==> config.mk <==
export PLATFORM = sky130hd
export DESIGN_NAME = mono_bitmap_pixel_unpacker
export DESIGN_NICKNAME = d
export VERILOG_FILES = /design/src/design/mbpu_pkg.sv /design/src/design/mbpu_out_reg.sv /design/src/design/mono_bitmap_pixel_unpacker.sv
export SDC_FILE = /design/constraint.sdc
export NUM_CORES = 1
export LEC_CHECK = 0
export BUFFER_PORTS_ARGS = -buffer_cell sky130_fd_sc_hd__buf_2
export CAP_MARGIN = 20
export CORE_MARGIN = 4
export CORE_UTILIZATION = 58
export DETAILED_ROUTE_END_ITERATION = 16
export HOLD_SLACK_MARGIN = 0.12
export MAX_ROUTING_LAYER = met4
export PLACE_DENSITY = 0.8
export SYNTH_ARGS = -nofsm -noshare
export SYNTH_HDL_FRONTEND = slang
export SYNTH_SLANG_ARGS = --single-unit
==> constraint.sdc <==
create_clock -name clk -period 4 [get_ports clk]
set_input_delay 0.4 -clock clk [delete_from_list [all_inputs] [get_ports clk]]
set_output_delay 0.4 -clock clk [all_outputs]
set_load 0.01 [all_outputs]
==> src/design/mbpu_pkg.sv <==
// ----------------------------------------------------------------------------
// mbpu_pkg
// Shared types and constants for the mono bitmap pixel unpacker.
// ----------------------------------------------------------------------------
package mbpu_pkg;

    // Largest image width or height; larger sizes saturate to this value
    localparam logic [8:0] MAX_DIM   = 9'd128;

    // Pixels packed into one data byte
    localparam logic [3:0] BYTE_BITS = 4'd8;

    // One packed image byte with its image header fields
    typedef struct packed {
        logic       first;
        logic [6:0] origin_x;
        logic [6:0] origin_y;
        logic [7:0] image_width;
        logic [7:0] image_height;
        logic [7:0] data_byte;
    } pix_in_t;

    // One set pixel in screen coordinates
    typedef struct packed {
        logic [7:0] pixel_x;
        logic [7:0] pixel_y;
        logic       last;
    } pix_out_t;

    // Byte sequencer states
    typedef enum logic [2:0] {
        ST_IDLE = 3'b001,
        ST_LOAD = 3'b010,
        ST_SCAN = 3'b100
    } seq_state_t;

endpackage

==> src/design/mbpu_out_reg.sv <==
// ----------------------------------------------------------------------------
// mbpu_out_reg
// Output register for pixel results; decouples the scanner from the
// downstream stall.
// ----------------------------------------------------------------------------
module mbpu_out_reg
    import mbpu_pkg::*;
(
    input  logic     clk,
    input  logic     rst_n,
    input  logic     load,
    input  pix_out_t load_data,
    output logic     load_ready,
    output logic     dst_valid,
    input  logic     dst_stall,
    output pix_out_t dst_data
);

    logic     valid_reg;
    logic     valid_next;
    pix_out_t data_reg;

    // Accept a new result when empty or when the held one leaves this cycle
    assign load_ready = !valid_reg || !dst_stall;

    // Set on load, drop once the transaction completes
    always_comb
    begin
        valid_next = valid_reg;
        if (load)
        begin
            valid_next = 1'b1;
        end
        else if (!dst_stall)
        begin
            valid_next = 1'b0;
        end
    end

    always_ff @(posedge clk or negedge rst_n)
    begin
        if (!rst_n)
        begin
            valid_reg <= 1'b0;
        end
        else
        begin
            valid_reg <= valid_next;
        end
    end

    // Capture payload on load
    always_ff @(posedge clk)
    begin
        if (load)
        begin
            data_reg <= load_data;
        end
    end

    assign dst_valid = valid_reg;
    assign dst_data  = data_reg;

endmodule

==> src/design/mono_bitmap_pixel_unpacker.sv <==
// ----------------------------------------------------------------------------
// mono_bitmap_pixel_unpacker
// Unpacks one-bit-per-pixel image bytes, MSB first, rows padded to whole
// bytes, and emits the screen coordinate of every set pixel.
// ----------------------------------------------------------------------------
// Flow: a taken byte passes ST_LOAD, then ST_SCAN while an image is active;
//   each set pixel goes through the output register. No new byte is taken
//   until the scan ends; a byte scans only the pixels left in the row, at most
//   8, and the bit scanner steps one pixel per cycle, holding while dst_stall blocks a set pixel.
// Reset: counters, origin and size clear; no image is active until a byte
//   marked first arrives; output register empties.
// ----------------------------------------------------------------------------
module mono_bitmap_pixel_unpacker
    import mbpu_pkg::*;
(
    input  logic     clk,
    input  logic     rst_n,
    input  logic     src_valid,
    output logic     src_stall,
    input  pix_in_t  src_data,
    output logic     dst_valid,
    input  logic     dst_stall,
    output pix_out_t dst_data
);

    seq_state_t state_reg, state_next;
    logic [7:0] col_reg, col_next;
    logic [7:0] row_reg, row_next;
    logic [6:0] base_x_reg, base_x_next;
    logic [6:0] base_y_reg, base_y_next;
    logic [7:0] width_reg, width_next;
    logic [7:0] height_reg, height_next;
    logic       done_reg, done_next;
    logic [7:0] byte_reg, byte_next;
    logic [3:0] cnt_reg, cnt_next;
    logic       row_end_reg, row_end_next;

    logic       src_take;
    logic [7:0] width_clamp;
    logic [7:0] height_clamp;
    logic [7:0] remain;
    logic [3:0] take_bits;
    logic [7:0] keep_mask;
    logic [7:0] row_inc;
    logic       pix_set;
    logic       emit;
    logic       step;
    logic       load_ready;
    pix_out_t   pix;

    assign src_stall = (state_reg != ST_IDLE);
    assign src_take  = src_valid && !src_stall;

    // Saturate header sizes to the largest supported dimension
    assign width_clamp  = ({1'b0, src_data.image_width} > MAX_DIM) ?
                          MAX_DIM[7:0] : src_data.image_width;
    assign height_clamp = ({1'b0, src_data.image_height} > MAX_DIM) ?
                          MAX_DIM[7:0] : src_data.image_height;

    // Pixels of this byte that still belong to the current row
    assign remain    = width_reg - col_reg;
    assign take_bits = (remain >= {4'd0, BYTE_BITS}) ? BYTE_BITS : remain[3:0];
    assign keep_mask = 8'hFF << (BYTE_BITS - take_bits);

    // Scan step: one pixel per cycle, hold while a set pixel cannot leave
    assign pix_set = byte_reg[7];
    assign step    = (state_reg == ST_SCAN) && (!pix_set || load_ready);
    assign emit    = step && pix_set;
    assign row_inc = row_reg + 8'd1;

    assign pix.pixel_x = {1'b0, base_x_reg} + col_reg;
    assign pix.pixel_y = {1'b0, base_y_reg} + row_reg;
    assign pix.last    = (byte_reg[6:0] == 7'd0);

    // Sequencer and image state
    always_comb
    begin
        state_next   = state_reg;
        col_next     = col_reg;
        row_next     = row_reg;
        base_x_next  = base_x_reg;
        base_y_next  = base_y_reg;
        width_next   = width_reg;
        height_next  = height_reg;
        done_next    = done_reg;
        byte_next    = byte_reg;
        cnt_next     = cnt_reg;
        row_end_next = row_end_reg;
        unique case (state_reg)
            ST_IDLE:
            begin
                if (src_take)
                begin
                    byte_next  = src_data.data_byte;
                    state_next = ST_LOAD;
                    if (src_data.first)
                    begin
                        base_x_next = src_data.origin_x;
                        base_y_next = src_data.origin_y;
                        width_next  = width_clamp;
                        height_next = height_clamp;
                        col_next    = 8'd0;
                        row_next    = 8'd0;
                        done_next   = (width_clamp == 8'd0) || (height_clamp == 8'd0);
                    end
                end
            end
            ST_LOAD:
            begin
                if (done_reg)
                begin
                    state_next = ST_IDLE;
                end
                else
                begin
                    byte_next    = byte_reg & keep_mask;
                    cnt_next     = take_bits;
                    row_end_next = (remain <= {4'd0, BYTE_BITS});
                    state_next   = ST_SCAN;
                end
            end
            ST_SCAN:
            begin
                if (step)
                begin
                    byte_next = {byte_reg[6:0], 1'b0};
                    cnt_next  = cnt_reg - 4'd1;
                    col_next  = col_reg + 8'd1;
                    if (cnt_reg == 4'd1)
                    begin
                        state_next = ST_IDLE;
                        if (row_end_reg)
                        begin
                            col_next = 8'd0;
                            row_next = row_inc;
                            if (row_inc >= height_reg)
                            begin
                                done_next = 1'b1;
                            end
                        end
                    end
                end
            end
            default:
            begin
                state_next = ST_IDLE;
            end
        endcase
    end

    always_ff @(posedge clk or negedge rst_n)
    begin
        if (!rst_n)
        begin
            state_reg   <= ST_IDLE;
            col_reg     <= 8'd0;
            row_reg     <= 8'd0;
            base_x_reg  <= 7'd0;
            base_y_reg  <= 7'd0;
            width_reg   <= 8'd0;
            height_reg  <= 8'd0;
            done_reg    <= 1'b1;
            cnt_reg     <= 4'd0;
            row_end_reg <= 1'b0;
        end
        else
        begin
            state_reg   <= state_next;
            col_reg     <= col_next;
            row_reg     <= row_next;
            base_x_reg  <= base_x_next;
            base_y_reg  <= base_y_next;
            width_reg   <= width_next;
            height_reg  <= height_next;
            done_reg    <= done_next;
            cnt_reg     <= cnt_next;
            row_end_reg <= row_end_next;
        end
    end

    // Hold the byte being scanned
    always_ff @(posedge clk)
    begin
        byte_reg <= byte_next;
    end

    mbpu_out_reg u_out_reg (
        .clk        (clk),
        .rst_n      (rst_n),
        .load       (emit),
        .load_data  (pix),
        .load_ready (load_ready),
        .dst_valid  (dst_valid),
        .dst_stall  (dst_stall),
        .dst_data   (dst_data)
    );

    // Scanning only happens inside an active image
    a_scan_active: assert property (@(posedge clk) disable iff (!rst_n)
        (state_reg == ST_SCAN) |-> !done_reg)
        else $error("scan while no image is active");

    // Column offset stays inside the row while scanning
    a_col_range: assert property (@(posedge clk) disable iff (!rst_n)
        (state_reg == ST_SCAN) |-> (col_reg < width_reg))
        else $error("column offset past image width");

    // Bit count is between one and a full byte while scanning
    a_cnt_range: assert property (@(posedge clk) disable iff (!rst_n)
        (state_reg == ST_SCAN) |-> (cnt_reg != 4'd0 && cnt_reg <= BYTE_BITS))
        else $error("scan bit count out of range");

    // A held set pixel does not advance the column
    a_hold_col: assert property (@(posedge clk) disable iff (!rst_n)
        (state_reg == ST_SCAN && pix_set && !load_ready) |=> $stable(col_reg))
        else $error("column advanced while a pixel was blocked");

endmodule

# Yosys cells after proc, flatten, opt, wreduce, memory -nomap -nowiden
# Index checks and enable logic that the tools add are counted.
[totals] reg_bits=81 in_bits=43 word_cells=101
[op_classes] mux=34 order_cmp=5 n_shift=1 reduce_logical=24 add_sub_neg=7 n_eq_ne=13 n_bitwise=2
[ops] op="$mux W8" count=13
[ops] op="$pmux W8 S2" count=2
[ops] op="$pmux W8 S3" count=1
[ops] op="$add A7 B8 Y8" count=2
[ops] op="$add A8 B1 Y8 const B" count=2
[ops] op="$gt A8 B8 Y1 const B" count=2
[ops] op="$logic_not A8 Y1" count=2
[ops] op="$mux W3" count=4
[ops] op="$mux W4" count=3
[ops] op="$ne A2 B2 Y1 const B" count=5
[ops] op="$pmux W3 S3" count=1
[ops] op="$reduce_and A3 Y1" count=3
[ops] op="$and A8 B8 Y8" count=1
[ops] op="$ge A8 B4 Y1 const B" count=1
[ops] op="$ge A8 B8 Y1" count=1
[ops] op="$le A8 B4 Y1 const B" count=1
[ops] op="$mux W1" count=8
[ops] op="$pmux W4 S2" count=1
[ops] op="$reduce_and A4 Y1" count=2
[ops] op="$shl A8 B4 Y8 const A" count=1
[ops] op="$sub A8 B8 Y8" count=1
[ops] op="$logic_not A7 Y1" count=1
[ops] op="$reduce_and A7 Y1" count=1
[ops] op="$ne A2 B1 Y1 const B" count=3
[ops] op="other kinds (16)" count=24

# Depth between registers and ports, before layout
# Gate-level depths: netlist (run 1).
[depth] depth_word=8 ltp_mapped=14 ltp_nobuf=14

# Hierarchy
# From an unflattened synthesis (run 1), not the netlist that was laid out.
[unflattened] hier_cells=465 hier_area_um2=4698.3
[by_module_without_submodules] mod="mono_bitmap_pixel_unpacker" instances=1 cells_per_inst=445 area_each_um2=4151.5 seq_area_each_um2=1619.1
[by_module_without_submodules] mod="mbpu_out_reg" instances=1 cells_per_inst=20 area_each_um2=546.8 seq_area_each_um2=535.5

# Least setup slack after synthesis (run 1)
# Ideal clock, no wire load.
[synth_timing] kind="flip-flop to flip-flop" start="reg col_reg[0]" end="reg byte_reg[1], data pin" period_less_slack_ns=2.974 t_required_ns=3.732 setup_time_ns=0.268 slack_ns=1.026 stages_incl_launch_ff=14 arrival_ns=2.706 path_cell_list="dfrtp_1 -> ha_1 -> fa_1 -> nand2b_1 -> a21oi_1 -> xor2_1 -> nor3_2 -> nand2_1 -> or2_1 -> ha_1 -> nand3_1 -> o21ai_0 -> a41oi_1 -> o21ai_0"
[synth_via] elab_chain_len=8
[synth_lines] item="from (decl)" line_no="mono_bitmap_pixel_unpacker.sv:27" rtl="logic [7:0] col_reg, col_next;"
[synth_lines] item="from (signal assigned)" line_no="mono_bitmap_pixel_unpacker.sv:169" rtl="col_reg <= col_next;"
[synth_lines] item="$sub A8 B8 Y8 (*)" line_no="mono_bitmap_pixel_unpacker.sv:61" rtl="assign remain = width_reg - col_reg;"
[synth_lines] item="$ge A8 B4 Y1" line_no="mono_bitmap_pixel_unpacker.sv:62" rtl="assign take_bits = (remain >= {4'd0, BYTE_BITS}) ? BYTE_BITS : remain[3:0];"
[synth_lines] item="$mux W4 (*)" line_no="mono_bitmap_pixel_unpacker.sv:62"
[synth_lines] item="$sub A4 B4 Y4 (*)" line_no="mono_bitmap_pixel_unpacker.sv:63" rtl="assign keep_mask = 8'hFF << (BYTE_BITS - take_bits);"
[synth_lines] item="$shl A8 B4 Y8 (*)" line_no="mono_bitmap_pixel_unpacker.sv:63"
[synth_lines] item="$and A8 B8 Y8 (*)" line_no="mono_bitmap_pixel_unpacker.sv:116" rtl="byte_next = byte_reg & keep_mask;"
[synth_lines] item="$mux W8 (*)" line_no="mono_bitmap_pixel_unpacker.sv:110" rtl="if (done_reg)"
[synth_lines] item="$pmux W8 S3 (*)" line_no="mono_bitmap_pixel_unpacker.sv:89" rtl="unique case (state_reg)"
[synth_lines] item="net byte_next[1]" line_no="mono_bitmap_pixel_unpacker.sv:34" rtl="logic [7:0] byte_reg, byte_next;"
[synth_lines] item="to (signal assigned)" line_no="mono_bitmap_pixel_unpacker.sv:184" rtl="byte_reg <= byte_next;"
[synth_lines] item="to (decl)" line_no="mono_bitmap_pixel_unpacker.sv:34"
# Mark *: on every way through the listed nets, which the timed path passes. The rest lies on a longest branch. The select of a mux whose other input is x is not followed.
# A chain may end at the register's enable or synchronous reset.

# Worst setup path after layout (run 1)
[layout_timing] start="reg col_reg[0]" end="reg byte_reg[2], data pin"
# The elaborated chain is that of the path after synthesis.

==> results of run 1 <==
[cell families after synthesis]
group                    after synthesis  share of synthesized area [%]
AO/OA/AOI/OAI                         99                           12.6
flip-flops                            81                           45.6
buffers and inverters                 43                           3.94
XOR/XNOR                              27                           5.16
multiplexers                          17                           4.02
AND/OR/NAND/NOR                      156                           18.0
adder cells (fa/ha/maj)               39                           10.8
[worst max-delay path: stages, from the launching register on]
cell and delay [ps]:
dfrtp_1 430, ha_1 240, fa_1 400, nand2b_1 160, a21oi_1 150, xor2_1 140
nor3_2 220, nand2_1 150, or2_1 310, ha_1 280, nand3_1 100, o21ai_0 110
a41oi_1 410, o21ai_0 160
[power by group through the flow]
stage	Clock, mW	Sequential (mW)	Combinational, mW
after floorplan	0	1.26	0.886
after CTS	0.569	1.31	1.13
final	0.563	1.31	1.13
after global routing	0.603	1.34	1.28
after detailed placement	0	1.32	1.11
after global placement	0	1.31	1.05
[layout make-up]
class / count / share of cell area (%)
Clock inverter: 4 / 0.517
Timing Repair Buffer: 66 / 6.49
Tap cell: 102 / 2.40
Inverter: 33 / 2.33
Sequential cell: 81 / 40.5
Clock buffer: 12 / 2.94
Multi-Input combinational cell: 338 / 44.9
[worst paths after layout]
path | startpoint | end | slack (ps) | depth (start not counted)
setup / recovery | col_reg[0] | byte_reg[2] | 490 | 13
hold / removal | src_valid | state_reg[0] | 230 | 2
setup reg to reg | col_reg[0] | byte_reg[2] | 490 | 13
hold reg to reg | height_reg[5] | height_reg[5] | 480 | 2
max in group asynchronous | rst_n | done_reg | 2600 | 3
min in group asynchronous | rst_n | cnt_reg[2] | 540 | 2
[Yosys cell counts (all sizes together), types with 13 or more instances]
cell type | count | share of area (%)
dfrtp | 54 | 29
nand2 | 52 | 4.3
o21ai | 43 | 4.6
ha | 36 | 9.5
inv | 33 | 2.6
a21oi | 25 | 2.7
edfxtp | 25 | 16
nand2b | 23 | 3.0
nand3 | 19 | 2.1
nor2 | 18 | 1.7
mux2 | 16 | 3.8
xnor2 | 14 | 2.8
xor2 | 13 | 2.4
[stage by stage]
step | std cells | hold slack, ps | util (%)
3_3_place_gp | 619 | 389 | 65.4
2_1_floorplan | 462 | 104 | -
6_report | 636 | 225 | 67.8
4_1_cts | 636 | 215 | 67.8
3_5_place_dp | 619 | 392 | 65.4
5_1_grt | 636 | 222 | 67.8
[repair_timing]
| item | in CTS | in global routing |
|---|---|---|
| hold buffers | 1 | 0 |
| setup endpoints to repair | 0 | 0 |
| hold endpoints to repair | 18 | 0 |
[per-layer routing]
| layer | track usage [%] | vias to the layer above | share of wire (%) |
|---|---|---|---|
| met3 | 3.79 | 23 | 4.7 |
| met1 | 28.2 | 1719 | 46 |
| li1 | - | 1762 | - |
| met4 | 10.3 | 0 | 2.6 |
| met2 | 33.6 | 93 | 47 |
| met5 | - | - | 0 |
==> results.toml, run 1 <==
[yosys]
synth_edf_count = 25
synth_nets = 544
ys_ff_latch = 81
seq_area_frac_synth_pct = 45.6
synthArstFlopShare_pct = 69.1
avgSynthCellArea_um2 = 10.2
syn_area_mm2 = 0.00473
yosys_warnings = 0
synth_cell_types = 57
synth_cells = 462
synth-main-ff-cell = "dfrtp_1"

[global_routing]
grt-ovfl-total = 0
grt_pass1_wl_um = 16600
globalRouteTotalUtil_pct = 21.8
grt_max_degree = 45
antenna_found_initial = 0
grt_pass1_vias = 3590

[placement]
place.gp.congestion = 0.926
portBuffers = 61
dp_hpwl_um = 7320
dp_slack_ps = 587
placed_cell_area_mm2 = 0.00513

[min_path]
hp-class = "in2reg"

[timing]
setup_viol_count_final = 0
finalSetupTns_ps = 0
slew_viol_final = 0
final.period_utilization_pct = 87.8
setup_ws_ps = 487
tightest_slew_ps = 958
grt_setup_unrepaired = "false"
fin_skew_ps = 10.9
slew_headroom_pct = 35.8
max_freq_mhz = 285
finalHoldViolations = 0
min_period_ps = 3510

[cells_and_area]
seqCellArea_mm2 = 0.00215
area_growth_pct = 12.6
layout_commonest_cell = "buf_2"
drive_gt1_share_pct = 21.3
n_fill_cell = 613
multi_input_area_mm2 = 0.00239
layout_common_cells = "61 x buf_2, 54 x dfrtp_1, 51 x nand2_1, 40 x o21ai_0, 36 x ha_1"
nNetsFinal = 611
design_area_mm2 = 0.00532
n_antenna_cell = 0
largest_register_ffs = 17

[clocking]
cts_setup_buffers = 0
cts_tree = "yes"
cts.clk_slew.worst_paths_ps = 80
numCtsBuffers = 9
clock_sinks = 81
cts-root-buf = "clkbuf_8"
clockBufferDepth = 2
htreeDepth = 3
cts_resized = 0
insertion_delay_ps = 350

[pwr]
comb_power_share_pct = 37.6
ir_worst_vdd_mv = 0.298
clock_power_share_pct = 18.7
p_leak_nw = 2.47
p_seq_share_pct = 43.6
p_int_mw = 1.89
p_total_mw = 3.00
powerDensity_mw_per_mm2 = 564
switching_share_pct = 37.2
p_sw_mw = 1.12

[die]
core_area_mm2 = 0.00785
die_h_um = 98.3
ios = 62
num_rows = 32
dieArea_mm2 = 0.00966
start_util_pct = 60.3
die_x_um = 98.3

[drt]
first_iter_violations = 142
drc = 0
drtPass1Iterations = 4
wl_per_cell_um = 15.3
postRouteAntennaNets = 0
vias = 3597
routed_wl_um = 9760
viasPerCell = 5.66

[flow_run]
cap_violations = 0

[worst_setup_path]
crit_required_ps = 4100
crit_arrival_ps = 3610
cp-start-kind = "flop"
critPathKind = "reg2reg"
crit_path_end_kind = "flop"
path_max_fanout = 5

[run_status]
status = "completed"
(Power assumes the default switching activity.)
==> run 2, diff against run 1 <==
CELL_PAD_IN_SITES_DETAIL_PLACEMENT = 0   (was default)
CELL_PAD_IN_SITES_GLOBAL_PLACEMENT = 1   (was default)
CORE_UTILIZATION = 46   (was 58)
PLACE_DENSITY = default   (was 0.8)
PLACE_DENSITY_LB_ADDON = 0.1   (was default)
==> run 2 against run 1 <==
Effect of this change:
- sequential cell count stayed put
- largest cell class unchanged
- clock skew fell by 3.5 ps
- register-to-register slack better by 140 ps
- sequential power about the same
- clock power decreased by 6.2%
- first-iteration DRC count up 15%
- combinational power about the same
- core utilization is 14 points lower
==> results.toml, run 2 (same netlist as run 1, synthesis figures left out) <==
[timing]
setup_viol_count_final = 0
final.period_utilization_pct = 84.3
finalSetupTns_ps = 0
grt_setup_unrepaired = "false"
holdWs_ps = 240
setup_ws_ps = 627
finalHoldViolations = 0
max_freq_mhz = 297
slew_viol_final = 0
fin_skew_ps = 7.33
slew_headroom_pct = 37.3
min_period_ps = 3370
tightest_slew_ps = 937

[worst_setup_path]
cpLargestDelayFamily = "simple AND/OR/NAND/NOR gates"
crit_required_ps = 4090
regToRegStartpoint = "col_reg[0]"
crit_slowest_cell = "dfrtp_1"
crit_path_end_kind = "flop"
cp-start-kind = "flop"
reg2reg_depth = 13
path_max_fanout = 5
reg2reg_to = "byte_reg[2]"
crit_buf_inv = 0
rrSetupSlack_ps = 630
crit_arrival_ps = 3460
path_cells = "ha_1 -> fa_1 -> nand2b_1 -> a21oi_1 -> xor2_1 -> nor3_2 -> nand2_1 -> or2_1 -> ha_1 -> nand3_1 -> o21ai_0 -> a41oi_1 -> o21ai_0"
max_stage_delay_ps = 430
critPathKind = "reg2reg"

[global_routing]
grt-ovfl-total = 0
grt_pass1_vias = 3336
grt_max_degree = 45
grt_pass1_wl_um = 16700
antenna_found_initial = 0
globalRouteTotalUtil_pct = 18.4

[clocking]
cts_tree = "yes"
clock_sinks = 81
cts-root-buf = "clkbuf_8"
numCtsBuffers = 9
clockBufferDepth = 2
htreeDepth = 3
cts_resized = 0
insertion_delay_ps = 350
cts.clk_slew.worst_paths_ps = 80

[die]
die_x_um = 109
ios = 62
dieArea_mm2 = 0.0120
num_rows = 36
die_h_um = 109
core_area_mm2 = 0.00991
start_util_pct = 47.7

[placement]
place.gp.congestion = 0.825
placed_cell_area_mm2 = 0.00518
dp_slack_ps = 643
portBuffers = 61
dpl.cell_count = 651
dp_hpwl_um = 7430

[cells_and_area]
largest_register_ffs = 17
design_area_mm2 = 0.00535
postLayoutCoreUtil_pct = 54.0
nNetsFinal = 612
multi_input_area_mm2 = 0.00239
layout_common_cells = "61 x buf_2, 54 x dfrtp_1, 51 x nand2_1, 40 x o21ai_0, 36 x ha_1"
n_antenna_cell = 0
n_fill_cell = 930
area_growth_pct = 13.1
drive_gt1_share_pct = 21.1
layout_commonest_cell = "buf_2"
instances_no_fill = 668
seqCellArea_mm2 = 0.00215

[drt]
postRouteAntennaNets = 0
first_iter_violations = 163
routed_wl_um = 9750
wl_per_cell_um = 14.6
drtPass1Iterations = 5
viasPerCell = 5.17
vias = 3451
drc = 0

[run_status]
status = "completed"

[flow_run]
cap_violations = 0

[min_path]
worstHoldEndpoint = "state_reg[0]"
hp-class = "in2reg"
min-delay-start = "src_valid"
hold_path_depth = 2

[pwr]
p_leak_nw = 2.47
powerDensity_mw_per_mm2 = 549
ir_worst_vdd_mv = 0.202
p_total_mw = 2.94
[run 2: cell count changes in the layout (fill, tap and decap cells not counted), sizes merged]
| cell | change |
|---|---|
| buf | +1 |
| clkbuf | +1 |
| clkinv | -2 |
| inv | +1 |
[run 2: final cells by class]
| class | count | share of cell area, % |
|---|---|---|
| inverter | 33 | 2.32 |
| clock inverter | 3 | 0.281 |
| timing repair buffer | 67 | 6.59 |
| tap | 133 | 3.11 |
| multi-input combinational | 338 | 44.6 |
| clock buffer | 13 | 2.78 |
| sequential | 81 | 40.3 |
[run 2: worst max path at each step]
stage	start	endpoint	slack, ps	depth (start not counted)
4_1_cts	col_reg[0]	byte_reg[2]	640	13
2_1_floorplan	col_reg[0]	byte_reg[1]	1030	13
3_3_place_gp	col_reg[0]	byte_reg[2]	780	13
3_5_place_dp	col_reg[0]	byte_reg[2]	640	13
6_report	col_reg[0]	byte_reg[2]	630	13
5_1_grt	col_reg[0]	byte_reg[1]	360	13
[run 2: routing by layer]
layer,routed length [µm],vias to the layer above,global-route usage (%)
met5,0,-,-
met4,123,0,6.14
met3,417,11,3.17
met2,4260,70,26.1
met1,4950,1598,26.8
li1,-,1772,-
[run 2: report_power, final]
group          internal (mW)  switching [mW]  leakage (nW)
clock                  0.241           0.287        0.0854
combinational          0.488           0.618          1.43
sequential              1.13           0.170         0.951
total                   1.86            1.08          2.47
[run 2: repair_timing]
item,CTS,global route
hold buffers,1,0
endpoints found under the hold margin,26,0
setup buffers,0,0
